### config.mk
export PLATFORM = sky130hd
export DESIGN_NAME = update_campaign_sequencer_core
export DESIGN_NICKNAME = d
export VERILOG_FILES = /design/src/hdl/ucs_pkg.sv /design/src/hdl/ucs_ctrl.sv /design/src/hdl/ucs_dp.sv /design/src/hdl/update_campaign_sequencer_core.sv
export SDC_FILE = /design/constraint.sdc
export NUM_CORES = 1
export LEC_CHECK = 0
export BUFFER_PORTS_ARGS = -buffer_cell sky130_fd_sc_hd__buf_4
export CAP_MARGIN = 20
export CORE_AREA = 3 3 219 221
export CTS_CLUSTER_DIAMETER = 60
export DETAILED_ROUTE_END_ITERATION = 10
export DIE_AREA = 0 0 222 224
export MAX_ROUTING_LAYER = met4
export PLACE_DENSITY = 0.72
export SLEW_MARGIN = 0
export SYNTH_ARGS = -nofsm -noshare
export SYNTH_HDL_FRONTEND = slang
export SYNTH_SLANG_ARGS = --single-unit
### constraint.sdc
create_clock -name clk -period 11.8 [get_ports clk]
set_input_delay 2.36 -clock clk [delete_from_list [all_inputs] [get_ports clk]]
set_output_delay 2.36 -clock clk [all_outputs]
set_load 0.05 [all_outputs]
### src/hdl/ucs_pkg.sv
`timescale 1ns / 1ps
// ----------------------------------------------------------------------------
// ucs_pkg
// Shared types, codes and helpers for the update campaign sequencer.
// ----------------------------------------------------------------------------
package ucs_pkg;

  // Transaction opcodes (codes six and seven are unused and ignored)
  typedef enum logic [2:0] {
    OP_START     = 3'd0,
    OP_BYTE      = 3'd1,
    OP_FETCH_END = 3'd2,
    OP_ADVANCE   = 3'd3,
    OP_FINISH    = 3'd4,
    OP_QUERY     = 3'd5
  } op_t;

  // Campaign phase
  typedef enum logic [2:0] {
    PH_IDLE     = 3'd0,
    PH_FETCHING = 3'd1,
    PH_READY    = 3'd2,
    PH_SENDING  = 3'd3,
    PH_DONE     = 3'd4,
    PH_ERROR    = 3'd5
  } phase_t;

  // Result status
  typedef enum logic [2:0] {
    ST_OK          = 3'd0,
    ST_INVALID     = 3'd1,
    ST_BUSY        = 3'd2,
    ST_TOO_BIG     = 3'd3,
    ST_IO          = 3'd4,
    ST_NOT_PENDING = 3'd5,
    ST_IGNORED     = 3'd6
  } status_t;

  // Field widths
  localparam int unsigned MASK_W  = 32;
  localparam int unsigned SIZE_W  = 24;
  localparam int unsigned COUNT_W = 25;
  localparam int unsigned CRC_W   = 16;
  localparam int unsigned NODE_W  = 6;
  localparam int unsigned NID_W   = 5;

  // Checkpoint span is 16384 bytes: the low bits of progress give the offset
  localparam int unsigned SPAN_BITS = 14;

  localparam logic [23:0]      CAPACITY_RST = 24'd1048576;
  localparam logic [COUNT_W-1:0] STAGED_MAX = {COUNT_W{1'b1}};
  localparam logic [CRC_W-1:0]   CRC_POLY   = 16'h1021;

  // Handshake commands from controller to datapath
  typedef struct packed {
    logic capture;  // register the accepted input transaction
    logic execute;  // apply the held transaction and load the result
  } ucs_cmd_t;

  // CRC-16, MSB first, one byte folded in
  function automatic logic [CRC_W-1:0] crc16_byte(input logic [CRC_W-1:0] crc,
                                                  input logic [7:0]       data);
    logic [CRC_W-1:0] c;
    c = crc ^ {data, 8'h00};
    for (int i = 0; i < 8; i++) begin
      if (c[CRC_W-1]) begin
        c = {c[CRC_W-2:0], 1'b0} ^ CRC_POLY;
      end else begin
        c = {c[CRC_W-2:0], 1'b0};
      end
    end
    return c;
  endfunction

endpackage

### src/hdl/ucs_ctrl.sv
`timescale 1ns / 1ps
// ----------------------------------------------------------------------------
// ucs_ctrl
// Handshake controller: takes one transaction, runs it once the result
// register is free, and keeps the result valid until it is taken.
// ----------------------------------------------------------------------------
module ucs_ctrl
  import ucs_pkg::*;
(
  input  logic     clk,
  input  logic     rst_n,
  input  logic     in_valid,
  output logic     in_stall,
  output logic     out_valid,
  input  logic     out_stall,
  output ucs_cmd_t cmd
);

  typedef enum logic {
    S_WAIT,
    S_EXEC
  } state_t;

  state_t state_r, state_nxt;
  logic   out_valid_r, out_valid_nxt;
  logic   slot_free;

  // Result register can take a new result this cycle
  assign slot_free = !out_valid_r || !out_stall;

  always_comb begin
    state_nxt     = state_r;
    cmd.capture   = 1'b0;
    cmd.execute   = 1'b0;
    out_valid_nxt = out_valid_r && out_stall;
    unique case (state_r)
      S_WAIT: begin
        if (in_valid) begin
          cmd.capture = 1'b1;
          state_nxt   = S_EXEC;
        end
      end
      S_EXEC: begin
        if (slot_free) begin
          cmd.execute   = 1'b1;
          out_valid_nxt = 1'b1;
          state_nxt     = S_WAIT;
        end
      end
      default: begin
        state_nxt = S_WAIT;
      end
    endcase
  end

  // Hold state and result valid
  always_ff @(posedge clk) begin
    if (!rst_n) begin
      state_r     <= S_WAIT;
      out_valid_r <= 1'b0;
    end else begin
      state_r     <= state_nxt;
      out_valid_r <= out_valid_nxt;
    end
  end

  assign in_stall  = (state_r != S_WAIT);
  assign out_valid = out_valid_r;

endmodule

### src/hdl/ucs_dp.sv
`timescale 1ns / 1ps
// ----------------------------------------------------------------------------
// ucs_dp
// Campaign datapath: input register, campaign state, byte CRC and count,
// target priority encoder and result register.
// ----------------------------------------------------------------------------
module ucs_dp
  import ucs_pkg::*;
#(
  parameter int unsigned MAX_NODES = 32,
  parameter int unsigned CHUNK_MAX = 192
) (
  input  logic                clk,
  input  logic                rst_n,
  input  ucs_cmd_t            cmd,
  input  logic                cfg_wr,
  input  logic [SIZE_W-1:0]   cfg_data,
  input  logic [2:0]          in_op,
  input  logic [MASK_W-1:0]   in_target_mask,
  input  logic [SIZE_W-1:0]   in_image_size,
  input  logic [7:0]          in_data_byte,
  input  logic [SIZE_W-1:0]   in_progress,
  input  logic                in_success,
  input  logic [NID_W-1:0]    in_node_id,
  output logic [2:0]          out_status,
  output logic [2:0]          out_campaign_state,
  output logic [NODE_W-1:0]   out_current_node,
  output logic                out_pending,
  output logic [SIZE_W-1:0]   out_size_out,
  output logic [CRC_W-1:0]    out_crc_out,
  output logic [SIZE_W-1:0]   out_sent_out,
  output logic                out_save_request,
  output logic [MASK_W-1:0]   out_done_out,
  output logic [MASK_W-1:0]   out_failed_out,
  output logic [MASK_W-1:0]   out_remaining_out
);

  localparam logic [MASK_W-1:0] NODE_SPACE =
    MASK_W'((64'd1 << MAX_NODES) - 64'd1);
  localparam logic [NODE_W-1:0]   NODE_NONE = NODE_W'(MAX_NODES);
  localparam logic [SPAN_BITS:0]  CHUNK_LIM = (SPAN_BITS + 1)'(CHUNK_MAX);

  // Held transaction
  logic [2:0]        op_r;
  logic [MASK_W-1:0] mask_r;
  logic [SIZE_W-1:0] size_r;
  logic [7:0]        byte_r;
  logic [SIZE_W-1:0] prog_r;
  logic              ok_r;
  logic [NID_W-1:0]  nid_r;

  // Campaign state
  logic [SIZE_W-1:0]  capacity_r;
  phase_t             phase_r, phase_nxt;
  logic [MASK_W-1:0]  remaining_r, remaining_nxt;
  logic [MASK_W-1:0]  accepted_r, accepted_nxt;
  logic [MASK_W-1:0]  refused_r, refused_nxt;
  logic [NODE_W-1:0]  serving_r, serving_nxt;
  logic [SIZE_W-1:0]  announced_r, announced_nxt;
  logic [CRC_W-1:0]   latched_crc_r, latched_crc_nxt;
  logic [SIZE_W-1:0]  delivered_r, delivered_nxt;
  logic [CRC_W-1:0]   running_crc_r, running_crc_nxt;
  logic [COUNT_W-1:0] staged_r, staged_nxt;

  // Result register
  status_t            status_r, status_nxt;
  phase_t             res_phase_r;
  logic [NODE_W-1:0]  res_node_r;
  logic               pend_r, pend_nxt;
  logic [SIZE_W-1:0]  res_size_r;
  logic [CRC_W-1:0]   res_crc_r;
  logic [SIZE_W-1:0]  res_sent_r;
  logic               save_r, save_nxt;
  logic [MASK_W-1:0]  res_done_r;
  logic [MASK_W-1:0]  res_failed_r;
  logic [MASK_W-1:0]  res_remaining_r;

  logic              active;
  logic              start_bad;
  logic [MASK_W-1:0] serve_bit;
  logic [MASK_W-1:0] search_mask;
  logic              pick_found;
  logic [NID_W-1:0]  pick_id;

  assign active    = (phase_r == PH_READY) || (phase_r == PH_SENDING);
  assign start_bad = (size_r == '0) || (mask_r == '0) || ((mask_r & ~NODE_SPACE) != '0);
  assign serve_bit = (serving_r < NODE_NONE) ? (MASK_W'(1) << serving_r) : '0;

  // Finish searches the targets left after dropping the current node
  assign search_mask = (op_t'(op_r) == OP_FINISH) ? (remaining_r & ~serve_bit) : remaining_r;

  // Priority encoder: lowest pending target
  always_comb begin
    pick_found = 1'b0;
    pick_id    = '0;
    for (int i = MAX_NODES - 1; i >= 0; i--) begin
      if (search_mask[i]) begin
        pick_found = 1'b1;
        pick_id    = NID_W'(i);
      end
    end
  end

  // Apply the held transaction
  always_comb begin
    phase_nxt       = phase_r;
    remaining_nxt   = remaining_r;
    accepted_nxt    = accepted_r;
    refused_nxt     = refused_r;
    serving_nxt     = serving_r;
    announced_nxt   = announced_r;
    latched_crc_nxt = latched_crc_r;
    delivered_nxt   = delivered_r;
    running_crc_nxt = running_crc_r;
    staged_nxt      = staged_r;
    status_nxt      = ST_IGNORED;
    pend_nxt        = 1'b0;
    save_nxt        = 1'b0;
    unique case (op_t'(op_r))
      OP_START: begin
        if (start_bad) begin
          status_nxt = ST_INVALID;
        end else if (phase_r == PH_FETCHING || phase_r == PH_SENDING) begin
          status_nxt = ST_BUSY;
        end else if (size_r > capacity_r) begin
          status_nxt = ST_TOO_BIG;
        end else begin
          phase_nxt       = PH_FETCHING;
          remaining_nxt   = mask_r;
          accepted_nxt    = '0;
          refused_nxt     = '0;
          serving_nxt     = NODE_NONE;
          announced_nxt   = size_r;
          delivered_nxt   = '0;
          running_crc_nxt = '0;
          staged_nxt      = '0;
          save_nxt        = 1'b1;
          status_nxt      = ST_OK;
        end
      end
      OP_BYTE: begin
        if (phase_r == PH_FETCHING) begin
          running_crc_nxt = crc16_byte(running_crc_r, byte_r);
          if (staged_r != STAGED_MAX) begin
            staged_nxt = staged_r + COUNT_W'(1);
          end
          status_nxt = ST_OK;
        end
      end
      OP_FETCH_END: begin
        if (phase_r == PH_FETCHING) begin
          save_nxt = 1'b1;
          if (!ok_r) begin
            phase_nxt  = PH_ERROR;
            status_nxt = ST_IO;
          end else if (staged_r != {1'b0, announced_r}) begin
            phase_nxt  = PH_ERROR;
            status_nxt = ST_INVALID;
          end else begin
            latched_crc_nxt = running_crc_r;
            status_nxt      = ST_OK;
            if (pick_found) begin
              serving_nxt   = {1'b0, pick_id};
              delivered_nxt = '0;
              phase_nxt     = PH_READY;
            end else begin
              phase_nxt = (refused_r == '0) ? PH_DONE : PH_ERROR;
            end
          end
        end
      end
      OP_ADVANCE: begin
        if (active && (prog_r > delivered_r)) begin
          delivered_nxt = prog_r;
          phase_nxt     = PH_SENDING;
          status_nxt    = ST_OK;
          if ({1'b0, prog_r[SPAN_BITS-1:0]} < CHUNK_LIM || prog_r == announced_r) begin
            save_nxt = 1'b1;
          end
        end
      end
      OP_FINISH: begin
        if (active) begin
          remaining_nxt = remaining_r & ~serve_bit;
          if (ok_r) begin
            accepted_nxt = accepted_r | serve_bit;
          end else begin
            refused_nxt = refused_r | serve_bit;
          end
          save_nxt   = 1'b1;
          status_nxt = ST_OK;
          if (pick_found) begin
            serving_nxt   = {1'b0, pick_id};
            delivered_nxt = '0;
            phase_nxt     = PH_READY;
          end else begin
            phase_nxt = ((refused_r | (ok_r ? '0 : serve_bit)) == '0) ? PH_DONE : PH_ERROR;
          end
        end
      end
      OP_QUERY: begin
        pend_nxt   = active && (serving_r == {1'b0, nid_r});
        status_nxt = pend_nxt ? ST_OK : ST_NOT_PENDING;
      end
      default: begin
        status_nxt = ST_IGNORED;
      end
    endcase
  end

  // Capture the accepted transaction
  always_ff @(posedge clk) begin
    if (cmd.capture) begin
      op_r   <= in_op;
      mask_r <= in_target_mask;
      size_r <= in_image_size;
      byte_r <= in_data_byte;
      prog_r <= in_progress;
      ok_r   <= in_success;
      nid_r  <= in_node_id;
    end
  end

  // Campaign state and staging capacity
  always_ff @(posedge clk) begin
    if (!rst_n) begin
      capacity_r    <= CAPACITY_RST;
      phase_r       <= PH_IDLE;
      remaining_r   <= '0;
      accepted_r    <= '0;
      refused_r     <= '0;
      serving_r     <= '0;
      announced_r   <= '0;
      latched_crc_r <= '0;
      delivered_r   <= '0;
      running_crc_r <= '0;
      staged_r      <= '0;
    end else begin
      if (cfg_wr) begin
        capacity_r <= cfg_data;
      end
      if (cmd.execute) begin
        phase_r       <= phase_nxt;
        remaining_r   <= remaining_nxt;
        accepted_r    <= accepted_nxt;
        refused_r     <= refused_nxt;
        serving_r     <= serving_nxt;
        announced_r   <= announced_nxt;
        latched_crc_r <= latched_crc_nxt;
        delivered_r   <= delivered_nxt;
        running_crc_r <= running_crc_nxt;
        staged_r      <= staged_nxt;
      end
    end
  end

  // Load the result register
  always_ff @(posedge clk) begin
    if (cmd.execute) begin
      status_r        <= status_nxt;
      res_phase_r     <= phase_nxt;
      res_node_r      <= serving_nxt;
      pend_r          <= pend_nxt;
      res_size_r      <= announced_nxt;
      res_crc_r       <= latched_crc_nxt;
      res_sent_r      <= delivered_nxt;
      save_r          <= save_nxt;
      res_done_r      <= accepted_nxt;
      res_failed_r    <= refused_nxt;
      res_remaining_r <= remaining_nxt;
    end
  end

  assign out_status         = status_r;
  assign out_campaign_state = res_phase_r;
  assign out_current_node   = res_node_r;
  assign out_pending        = pend_r;
  assign out_size_out       = res_size_r;
  assign out_crc_out        = res_crc_r;
  assign out_sent_out       = res_sent_r;
  assign out_save_request   = save_r;
  assign out_done_out       = res_done_r;
  assign out_failed_out     = res_failed_r;
  assign out_remaining_out  = res_remaining_r;

endmodule

### src/hdl/update_campaign_sequencer_core.sv
`timescale 1ns / 1ps
// ----------------------------------------------------------------------------
// update_campaign_sequencer_core
// Sequences delivery of one image to a set of target nodes.
// ----------------------------------------------------------------------------
// Each transaction is first registered, then applied to the campaign state
// while the result register is loaded; a new transaction is taken only once
// the held one has been applied. The result register lets the next
// transaction be accepted while a result still waits; a held transaction is
// applied only once that register is free. The CRC of an image byte is folded
// in as the byte is applied. cfg_ready is always high; write staging_capacity
// only while no transaction is in flight.
// ----------------------------------------------------------------------------
module update_campaign_sequencer_core
  import ucs_pkg::*;
#(
  parameter int unsigned MAX_NODES = 32,
  parameter int unsigned CHUNK_MAX = 192
) (
  input  logic                clk,
  input  logic                rst_n,
  input  logic                cfg_valid,
  output logic                cfg_ready,
  input  logic [SIZE_W-1:0]   cfg_data,
  input  logic                in_valid,
  output logic                in_stall,
  input  logic [2:0]          in_op,
  input  logic [MASK_W-1:0]   in_target_mask,
  input  logic [SIZE_W-1:0]   in_image_size,
  input  logic [7:0]          in_data_byte,
  input  logic [SIZE_W-1:0]   in_progress,
  input  logic                in_success,
  input  logic [NID_W-1:0]    in_node_id,
  output logic                out_valid,
  input  logic                out_stall,
  output logic [2:0]          out_status,
  output logic [2:0]          out_campaign_state,
  output logic [NODE_W-1:0]   out_current_node,
  output logic                out_pending,
  output logic [SIZE_W-1:0]   out_size_out,
  output logic [CRC_W-1:0]    out_crc_out,
  output logic [SIZE_W-1:0]   out_sent_out,
  output logic                out_save_request,
  output logic [MASK_W-1:0]   out_done_out,
  output logic [MASK_W-1:0]   out_failed_out,
  output logic [MASK_W-1:0]   out_remaining_out
);

  ucs_cmd_t cmd;

  assign cfg_ready = 1'b1;

  // Handshake controller
  ucs_ctrl u_ctrl (
    .clk       (clk),
    .rst_n     (rst_n),
    .in_valid  (in_valid),
    .in_stall  (in_stall),
    .out_valid (out_valid),
    .out_stall (out_stall),
    .cmd       (cmd)
  );

  // Campaign datapath
  ucs_dp #(
    .MAX_NODES (MAX_NODES),
    .CHUNK_MAX (CHUNK_MAX)
  ) u_dp (
    .clk                (clk),
    .rst_n              (rst_n),
    .cmd                (cmd),
    .cfg_wr             (cfg_valid && cfg_ready),
    .cfg_data           (cfg_data),
    .in_op              (in_op),
    .in_target_mask     (in_target_mask),
    .in_image_size      (in_image_size),
    .in_data_byte       (in_data_byte),
    .in_progress        (in_progress),
    .in_success         (in_success),
    .in_node_id         (in_node_id),
    .out_status         (out_status),
    .out_campaign_state (out_campaign_state),
    .out_current_node   (out_current_node),
    .out_pending        (out_pending),
    .out_size_out       (out_size_out),
    .out_crc_out        (out_crc_out),
    .out_sent_out       (out_sent_out),
    .out_save_request   (out_save_request),
    .out_done_out       (out_done_out),
    .out_failed_out     (out_failed_out),
    .out_remaining_out  (out_remaining_out)
  );

endmodule

# Yosys cells after proc, flatten, opt, wreduce, memory -nomap -nowiden
# Cells that the tools add are included.
# Widths: inputs -> output; s select.
# totals
register_bits,507
latch_bits,0
ram_bits,0
romBits,0
in_bits,126
output_inout_bits,177
wordCells,271
memories,0
# op_classes
add_sub_neg,1
n_mul,0
div_mod_pow,0
magnitude_cmp,4
eq_ne,17
shifts,1
mux,184
bitwise_logic,15
reduce_logical,18
# ops
cell,n
$mux 32,17
$mux 16,22
$mux 24,13
$pmux 32 s2,3
$mux 5,32
$mux 25,5
$mux 13,8
$logic_not 32->1,3
$or 32x32->32,3
$pmux 24 s4,1
$mux 3,18
$pmux 25 s2,1
$mux 1,49
$gt 24x24->1,2
$mux 6,8
$and 32x32->32,1
$not 32->32,1
$pmux 16 s2,1
$shl 1x6->32 const A,1
$add 25x1->25 const B,1
$ne 25x24->1,1
$ne 25x25->1 const B,1
$eq 24x24->1,1
$logic_not 24->1,1
24 further kinds,46

# Depth between registers and ports, before layout
# Gate-level depths: netlist (run 1).
# depth
depth_word,42
depth_mapped,13
ltp_nobuf,10

# By module
# A second synthesis (run 1) with hierarchy kept.
# hier_totals
cells_unflattened,2164
hier_area_um2,23050.9
# modules_own_cells
module,n_inst,cells_each,area_each_um2,seq_area_each_um2
ucs_dp,1,2154,22960.8,12822.3
ucs_ctrl,1,8,78.8,40.0
update_campaign_sequencer_core,1,2,11.3,0.0

# Worst setup path before layout (run 1)
# OpenSTA, ideal clock, no wires.
# synth_path
kind,input-to-reg
from,in out_stall
to,"reg u_dp.res_phase_r[0], in the netlist u_dp.out_campaign_state[0] (enable)"
setup_ns,0.605
t_arrival_ns,7.878
required_ns,11.195
path_slack_ns,3.317
cell_stages,5
path_buffers,2
path_cell_list,nand2_1 -> nand2_1 -> inv_1 -> clkbuf_1 -> buf_1
# synth_lines
item,line,rtl
start: declaration,update_campaign_sequencer_core.sv:35,"input logic out_stall,"
end signal: assignment,ucs_dp.sv:261,res_phase_r <= phase_nxt;
end: declaration,ucs_dp.sv:67,phase_t res_phase_r;

# Final worst setup path (run 1)
# layout_path
from,in out_stall
to,"reg u_dp.res_failed_r[15], in the netlist u_dp.out_failed_out[15] (enable)"
# layout_between
elab_chain_len,4
# layout_lines
item,line,rtl
$logic_not 1->1,ucs_ctrl.sv:29,assign slot_free = !out_valid_r || !out_stall;
$logic_or 1x1->1,ucs_ctrl.sv:29,
$mux 1,ucs_ctrl.sv:44,if (slot_free) begin
$mux 1,ucs_ctrl.sv:36,unique case (state_r)
end signal: assignment,ucs_dp.sv:269,res_failed_r <= refused_nxt;
end: declaration,ucs_dp.sv:75,logic [MASK_W-1:0] res_failed_r;
# No other way between the ends.
# A chain may end at the register's enable or synchronous reset.

==> results of run 1 <==
==> through the flow <==
stage	area (sq um)	power, mW	utilization [%]	worst slack, ns	hold WS (ns)
after global placement	25560	2.557	55.14	6.524	0.4408
final	27580	4.381	59.49	7.032	0.4536
after CTS	27560	4.401	59.44	7.085	0.4548
after global routing	27580	4.517	59.49	6.870	0.4689
after detailed placement	25580	2.567	55.18	6.451	0.4460
after floorplan	22960	2.388	-	3.317	0.4358
==> flip-flops by register name (all words and copies together) (netlist names), 25 cells and up <==
name                    count
u_dp.remaining_r           32
u_dp.refused_r             32
u_dp.out_remaining_out     32
u_dp.out_done_out          32
u_dp.accepted_r            32
u_dp.out_failed_out        32
u_dp.mask_r                32
u_dp.staged_r              25
==> Yosys cell counts (4+ instances only) <==
library cell / count / area (sq um)
edfxtp_1: 271 / 8138
nor2_1: 246 / 923.4
nand2_1: 238 / 893.4
dfxtp_1: 236 / 4725
a21oi_1: 190 / 950.9
clkbuf_1: 94 / 352.8
inv_1: 61 / 229.0
mux2i_1: 59 / 590.6
o21ai_0: 57 / 285.3
nor3_1: 56 / 280.3
a31oi_1: 49 / 306.5
ha_1: 49 / 613.1
a22o_1: 48 / 420.4
xor2_1: 47 / 411.6
or3_1: 45 / 281.5
nand3_1: 43 / 215.2
nor4_1: 43 / 269.0
o31ai_1: 31 / 232.7
xnor2_1: 30 / 262.8
nand4_1: 29 / 181.4
nand3b_1: 28 / 210.2
buf_2: 27 / 135.1
or4_1: 24 / 180.2
mux2_2: 21 / 236.5
buf_1: 14 / 52.55
nor2b_1: 12 / 75.07
o211ai_1: 12 / 90.09
a211oi_1: 10 / 75.07
nand2b_1: 10 / 62.56
and3_1: 8 / 50.05
o22ai_1: 7 / 43.79
or2_2: 7 / 43.79
a21o_1: 6 / 45.04
and2_1: 6 / 37.54
nand4b_1: 6 / 52.55
a21boi_0: 5 / 37.54
buf_4: 5 / 37.54
a211o_1: 4 / 35.03
and4_1: 4 / 35.03
o21a_1: 4 / 30.03
o21bai_1: 4 / 30.03
o221ai_1: 4 / 35.03
o41ai_1: 4 / 35.03
==> routing by layer <==
layer	wire length, um	vias to the layer above
li1	-	8626
met5	0	-
met1	28620	9054
met3	5345	153
met2	32080	850
met4	2522	0
==> worst max-delay path, cell delays in order <==
cell and delay, ns:
buf_4 0.11, nand2_1 0.07, nand2_2 0.15, inv_8 0.62, buf_4 0.76, buf_4 0.76
==> cell usage in the layout (no fill, tap or decap), types with 12 or more instances in the layout <==
master / n
xor2_1: 47
buf_4: 319
or4_1: 24
dfxtp_1: 236
nand2_1: 236
nor2_1: 245
a21oi_1: 190
ha_1: 49
o211ai_1: 12
o21ai_0: 57
edfxtp_1: 271
nor4_1: 43
clkbuf_16: 58
inv_1: 60
xnor2_1: 30
mux2i_1: 59
a22o_1: 48
mux2_2: 21
o31ai_1: 31
nor3_1: 55
nand3_1: 43
or3_1: 44
nand3b_1: 28
nand4_1: 29
a31oi_1: 49
==> power by group <==
group,switching (mW),internal [mW]
Clock,0.715,1.13
Sequential,0.0734,1.95
Combinational,0.347,0.165
==> area by class of cell <==
cell class / instances / share of cell area, %
tap: 607 / 2.754
sequential: 507 / 46.64
timing repair buffer: 321 / 8.829
antenna: 1 / 0.009074
clock inverter: 22 / 1.320
multi-input combinational: 1517 / 33.74
clock buffer: 76 / 5.835
inverter: 62 / 0.8756
==> logic make-up after synthesis <==
kind of cell | after synthesis | share of synthesized area, %
compound gates | 483 | 13.68
fa+ha+maj | 49 | 2.670
simple gates | 827 | 17.48
xor+xnor | 77 | 2.937
flops | 507 | 56.02
buf+inv | 204 | 3.602
mux | 80 | 3.602
other cells | 1 | 0.01633
==> worst paths after layout <==
path,end,cells past startpoint
worst max register to register,u_dp.out_done_out[19],10
worst max-delay path,u_dp.out_failed_out[15],6
worst min-delay path,u_dp.accepted_r[3],2
worst min register to register,u_dp.accepted_r[3],2
==> impl_metrics.env, run 1 <==
export IMPL_outcome="completed"
export IMPL_finClkSkew_ns=0.02249
export IMPL_areaGrowthSynthToFinish_pct=20.11
export IMPL_powerDensity_nw_per_um2=158.9
export IMPL_critPathRequiredTime_ns=12.03
export IMPL_layout_min_cycle_time_ns=4.768
export IMPL_ys_types=95
export IMPL_use_met1_pct=36.89
export IMPL_dp_cells=3013
export IMPL_drt_iter0_drc=1907
export IMPL_busiest_layer="met2"
export IMPL_synth_flop_cell="edfxtp_1"
export IMPL_synth_cells=2228
export IMPL_hpwl_um=47710
export IMPL_hp_start="u_dp.accepted_r[3]"
export IMPL_irDropWorstVdd_uv=149.2
export IMPL_grt_first_pass_wirelength_um=104800
export IMPL_final_cells=3113
export IMPL_fmax_mhz=209.7
export IMPL_placementRows=79
export IMPL_met3_usage_pct=4.272
export IMPL_grt_max_degree=121
export IMPL_cts_root_buf="clkbuf_16"
export IMPL_cts_sink_count=507
export IMPL_clock_latency_ns=0.61
export IMPL_synth_seq_cells=507
export IMPL_grt_pass1_vias=17993
export IMPL_fill_cells=3831
export IMPL_cts_buffers=52
export IMPL_synth_area_sq_um=22960
export IMPL_relSlewSlack_pct=26.85
export IMPL_drc=0
export IMPL_worstSetupPathType="in2reg"
export IMPL_io_buffers=301
export IMPL_globalRouteMet2Util_pct=42.75
export IMPL_io_pins=303
export IMPL_r2r_start="u_dp.size_r[3]"
export IMPL_syn_avg_cell_area_sq_um=10.31
export IMPL_antenna_found_initial=1
export IMPL_cp_max_fo=120
export IMPL_start_util_pct=49.53
export IMPL_start_kind="input port"
export IMPL_die_y_um=224
export IMPL_ys_warnings_count=0
export IMPL_max_cap_viol_count=0
export IMPL_cts_hold_buf=0
export IMPL_setup_viol=0
export IMPL_setup_tns_final_ns=0
export IMPL_coreArea_sq_um=46360
export IMPL_cp_arrival_ns=5.00
export IMPL_tritoncts="yes"
export IMPL_worst_pin_slew_ns=1.095
export IMPL_routed_via_count=18683
export IMPL_grt_use_total_pct=27.60
export IMPL_syn_nets=2403
export IMPL_ant_nets=0
export IMPL_async_flop_share_pct=0
export IMPL_wire_per_inst_um=22.03
export IMPL_overflow=0
export IMPL_firstDrtPassIters=5
export IMPL_die_width_um=222
export IMPL_p_leak_nw=10.64
export IMPL_drive_above_1_share_pct=18.60
export IMPL_die_area_sq_um=49730
export IMPL_critPathLaunch="out_stall"
export IMPL_clock_tree_buffer_depth=3
export IMPL_cts_post_setup_buffers_inserted=0
export IMPL_post_route_period_util_pct=40.40
export IMPL_drv_slew=0
export IMPL_r2r_slack_ns=7.54
export IMPL_postCtsResizedCells=0
export IMPL_seqCellArea_sq_um=12860
export IMPL_rsz0062_at_grt="no"
export IMPL_hold_path_class="reg2reg"
export IMPL_htree_levels=2
export IMPL_multiInputGateArea_sq_um=9304
export IMPL_finalHoldViolations=0
export IMPL_postRouteWirelength_um=68570
export IMPL_final_nets=2636
export IMPL_place_gp_congestion=0.9728
export IMPL_crit_path_end_kind="flip-flop"
export IMPL_viasPerCell=6.002
export IMPL_path_clk_slew_ns=0.06
export IMPL_seq_area_frac_synth_pct=56.02
export IMPL_synth_edff_count=271
No activity file was read; power rests on OpenSTA's default activity.
==> run 2, diff against run 1 <==
- ABC_AREA: unset -> 1
- CORE_AREA: 3 3 219 221 -> 3 3 215 217
- DIE_AREA: 0 0 222 224 -> 0 0 218 220
- PLACE_DENSITY: 0.72 -> 0.75
- clock period: 11.8 -> 3.9 ns (I/O delays scaled with it)
==> impl_metrics.env, run 2 <==
export IMPL_globalRouteMet2Util_pct=44.77
export IMPL_final_util_pct=61.03
export IMPL_drt_iter0_drc=1683
export IMPL_irDropWorstVdd_uv=452.9
export IMPL_p_seq_share_pct=47.1
export IMPL_post_route_period_util_pct=92.31
export IMPL_firstDrtPassIters=6
export IMPL_grt_max_degree=98
export IMPL_relSlewSlack_pct=36.79
export IMPL_coreArea_sq_um=44320
export IMPL_io_pins=303
export IMPL_finClkSkew_ns=0.01992
export IMPL_ys_types=59
export IMPL_die_area_sq_um=47960
export IMPL_io_buffers=301
export IMPL_holdWs_ns=0.3518
export IMPL_slowest_delay_ns=0.41
export IMPL_crit_family="simple AND/OR/NAND/NOR gates"
export IMPL_grt_pass1_vias=17038
export IMPL_clock_tree_buffer_depth=3
export IMPL_drv_slew=0
export IMPL_async_flop_share_pct=0
export IMPL_hold_path_class="in2reg"
export IMPL_power_mw=12.68
export IMPL_r2r_start="u_dp.size_r[9]"
export IMPL_fmax_mhz=277.8
export IMPL_power_share_clock_pct=42.6
export IMPL_die_width_um=218
export IMPL_start_util_pct=50.09
export IMPL_synth_area_sq_um=22200
export IMPL_path_buf_inv=4
export IMPL_cp_arrival_ns=4.14
export IMPL_yosys_top_cells_count="nand2_1, inv_1, edfxtp_1"
export IMPL_use_met1_pct=33.49
export IMPL_placementRows=77
export IMPL_max_cap_viol_count=0
export IMPL_place_area_sq_um=25130
export IMPL_postRouteWirelength_um=64010
export IMPL_dp_cells=3160
export IMPL_holdPathStages=1
export IMPL_grt_use_total_pct=26.62
export IMPL_busiest_layer="met2"
export IMPL_final_cells=3260
export IMPL_synth_cells=2335
export IMPL_synth_edff_count=271
export IMPL_synth_seq_cells=507
export IMPL_critPathRequiredTime_ns=4.44
export IMPL_cts_hold_buf=0
export IMPL_overflow=0
export IMPL_synth_area_top_cells="edfxtp_1, dfxtp_1, nand2_1"
export IMPL_antenna_found_initial=0
export IMPL_hpwl_um=46510
export IMPL_path_clk_slew_ns=0.06
export IMPL_routed_via_count=17797
export IMPL_powerDensity_nw_per_um2=468.9
export IMPL_power_switching_mw=3.195
export IMPL_start_kind="flip-flop"
export IMPL_crit_chain="ha_1, a21oi_1, nor2_1, a211oi_2, o221ai_1, a21oi_1, o21ai_1, nand2_2, inv_2, nor2_4, nand2_2, nand2_2, nand4_2, a31oi_4, inv_2, nor2_4, inv_2, nor2_4, inv_2, nor2_4, nand3_2, nor3_4, o21ai_1, a21oi_1"
export IMPL_syn_nets=2510
export IMPL_ant_nets=0
export IMPL_worstSetupPathType="reg2reg"
export IMPL_holdPathEnd="u_dp.prog_r[10]"
export IMPL_synth_top_area_share_pct=36.66
export IMPL_synth_top_area_cell="edfxtp_1"
export IMPL_p_leak_nw=11.61
export IMPL_htree_levels=2
export IMPL_synth_flop_cell="edfxtp_1"
export IMPL_p_comb_share_pct=10.3
export IMPL_switching_share_pct=25.19
export IMPL_grt_first_pass_wirelength_um=96310
export IMPL_ys_warnings_count=0
export IMPL_drc=0
export IMPL_tritoncts="yes"
export IMPL_setup_viol=0
export IMPL_die_y_um=220
export IMPL_dpl_worst_slack_ns=0.2544
export IMPL_r2r_slack_ns=0.30
export IMPL_wire_per_inst_um=19.63
export IMPL_seq_area_frac_synth_pct=57.94
export IMPL_clock_latency_ns=0.60
export IMPL_hp_start="in_progress[10]"
export IMPL_final_common_cell="nand2_1"
export IMPL_finalHoldViolations=0
export IMPL_cts_buffers=52
export IMPL_critPathLaunch="u_dp.size_r[9]"
export IMPL_drive_above_1_share_pct=19.53
export IMPL_outcome="completed"
export IMPL_cts_root_buf="clkbuf_16"
export IMPL_crit_path_end_kind="flip-flop"
export IMPL_layout_common_cells="nand2_1, inv_1, buf_4"
export IMPL_cts_sink_count=507
export IMPL_met3_usage_pct=3.213
export IMPL_synth_most_common_cell="nand2_1"
export IMPL_final_nets=2799
export IMPL_cp_max_fo=6
export IMPL_rsz0062_at_grt="yes"
export IMPL_worst_pin_slew_ns=0.9481
export IMPL_worstRegToRegCells=24
export IMPL_final_cell_area_sq_um=27050
export IMPL_areaGrowthSynthToFinish_pct=21.85
export IMPL_diodes=0
export IMPL_place_gp_congestion=0.9589
export IMPL_cp_slowest_cell="edfxtp_1"
export IMPL_r2r_end="u_dp.staged_r[11]"
export IMPL_layout_min_cycle_time_ns=3.600
export IMPL_syn_avg_cell_area_sq_um=9.507
export IMPL_internal_power_mw=9.489
export IMPL_fin_ws_ns=0.3000
export IMPL_viasPerCell=5.459
export IMPL_setup_tns_final_ns=0
[run 2: cell types whose count changed after synthesis, sizes merged, moves of 59 or more]
cell / change
a21oi: -110
inv: +356
mux2i: -59
nand2: +180
nor2: -101
o21ai: +120
o22ai: +136
[run 2: routing by layer]
metal,routed length (um),share of wire (%)
met1,26610,42
met5,0,0
met4,2024,3.2
met3,3659,5.7
met2,31710,50
[run 2: worst reg2reg max path: stages (launching register included)]
cell and delay (ns):
edfxtp_1 0.41, ha_1 0.31, a21oi_1 0.15, nor2_1 0.06
a211oi_2 0.14, o221ai_1 0.15, a21oi_1 0.15, o21ai_1 0.09
nand2_2 0.15, inv_2 0.07, nor2_4 0.10, nand2_2 0.07
nand2_2 0.08, nand4_2 0.15, a31oi_4 0.29, inv_2 0.12
nor2_4 0.14, inv_2 0.05, nor2_4 0.13, inv_2 0.06
nor2_4 0.13, nand3_2 0.12, nor3_4 0.20, o21ai_1 0.09
a21oi_1 0.11
[run 2: layout make-up]
class                   count  area, sq um
inverters                 424         1614
repair buffers            329         2527
well taps                 592        740.7
multi-input cells        1310         7433
clock buffers              66         1418
flip-flops and latches    507        12860
clock inverters            32        451.7
fillers                  3712        17270
[run 2: worst max-delay path by stage]
stage | endpoint | slack (ns) | cells after the start
floorplan | u_dp.accepted_r[0] | -0.65 | 8
global placement | u_dp.staged_r[11] | 0.31 | 24
detailed placement | u_dp.staged_r[11] | 0.25 | 24
CTS | u_dp.staged_r[11] | 0.23 | 24
global route | u_dp.staged_r[11] | -0.01 | 24
finish | u_dp.staged_r[11] | 0.30 | 24
[run 2: cells by family (layout without fill, tap and decap cells)]
family | Yosys count | in the layout | synth area share [%]
other cells | 1 | 1 | 0.01689
buf+inv | 518 | 851 | 9.074
compound gates | 534 | 534 | 15.17
xor+xnor | 45 | 45 | 1.775
simple gates | 681 | 681 | 13.26
fa+ha+maj | 49 | 49 | 2.762
flops | 507 | 507 | 57.94
[run 2: power groups by stage]
stage	registers (mW)	logic (mW)	clock network, mW
global route	5.99	1.40	5.69
finish	5.97	1.31	5.40
detailed placement	6.09	1.30	0
global placement	6.08	1.28	0
floorplan	6.39	0.509	0
CTS	5.97	1.31	5.48
[run 2: timing repair]
| action | in CTS | in global routing |
|---|---|---|
| setup endpoints to repair | 0 | 7 |
| buffers inserted | 0 | 1 |
| resized for setup | 0 | 5 |
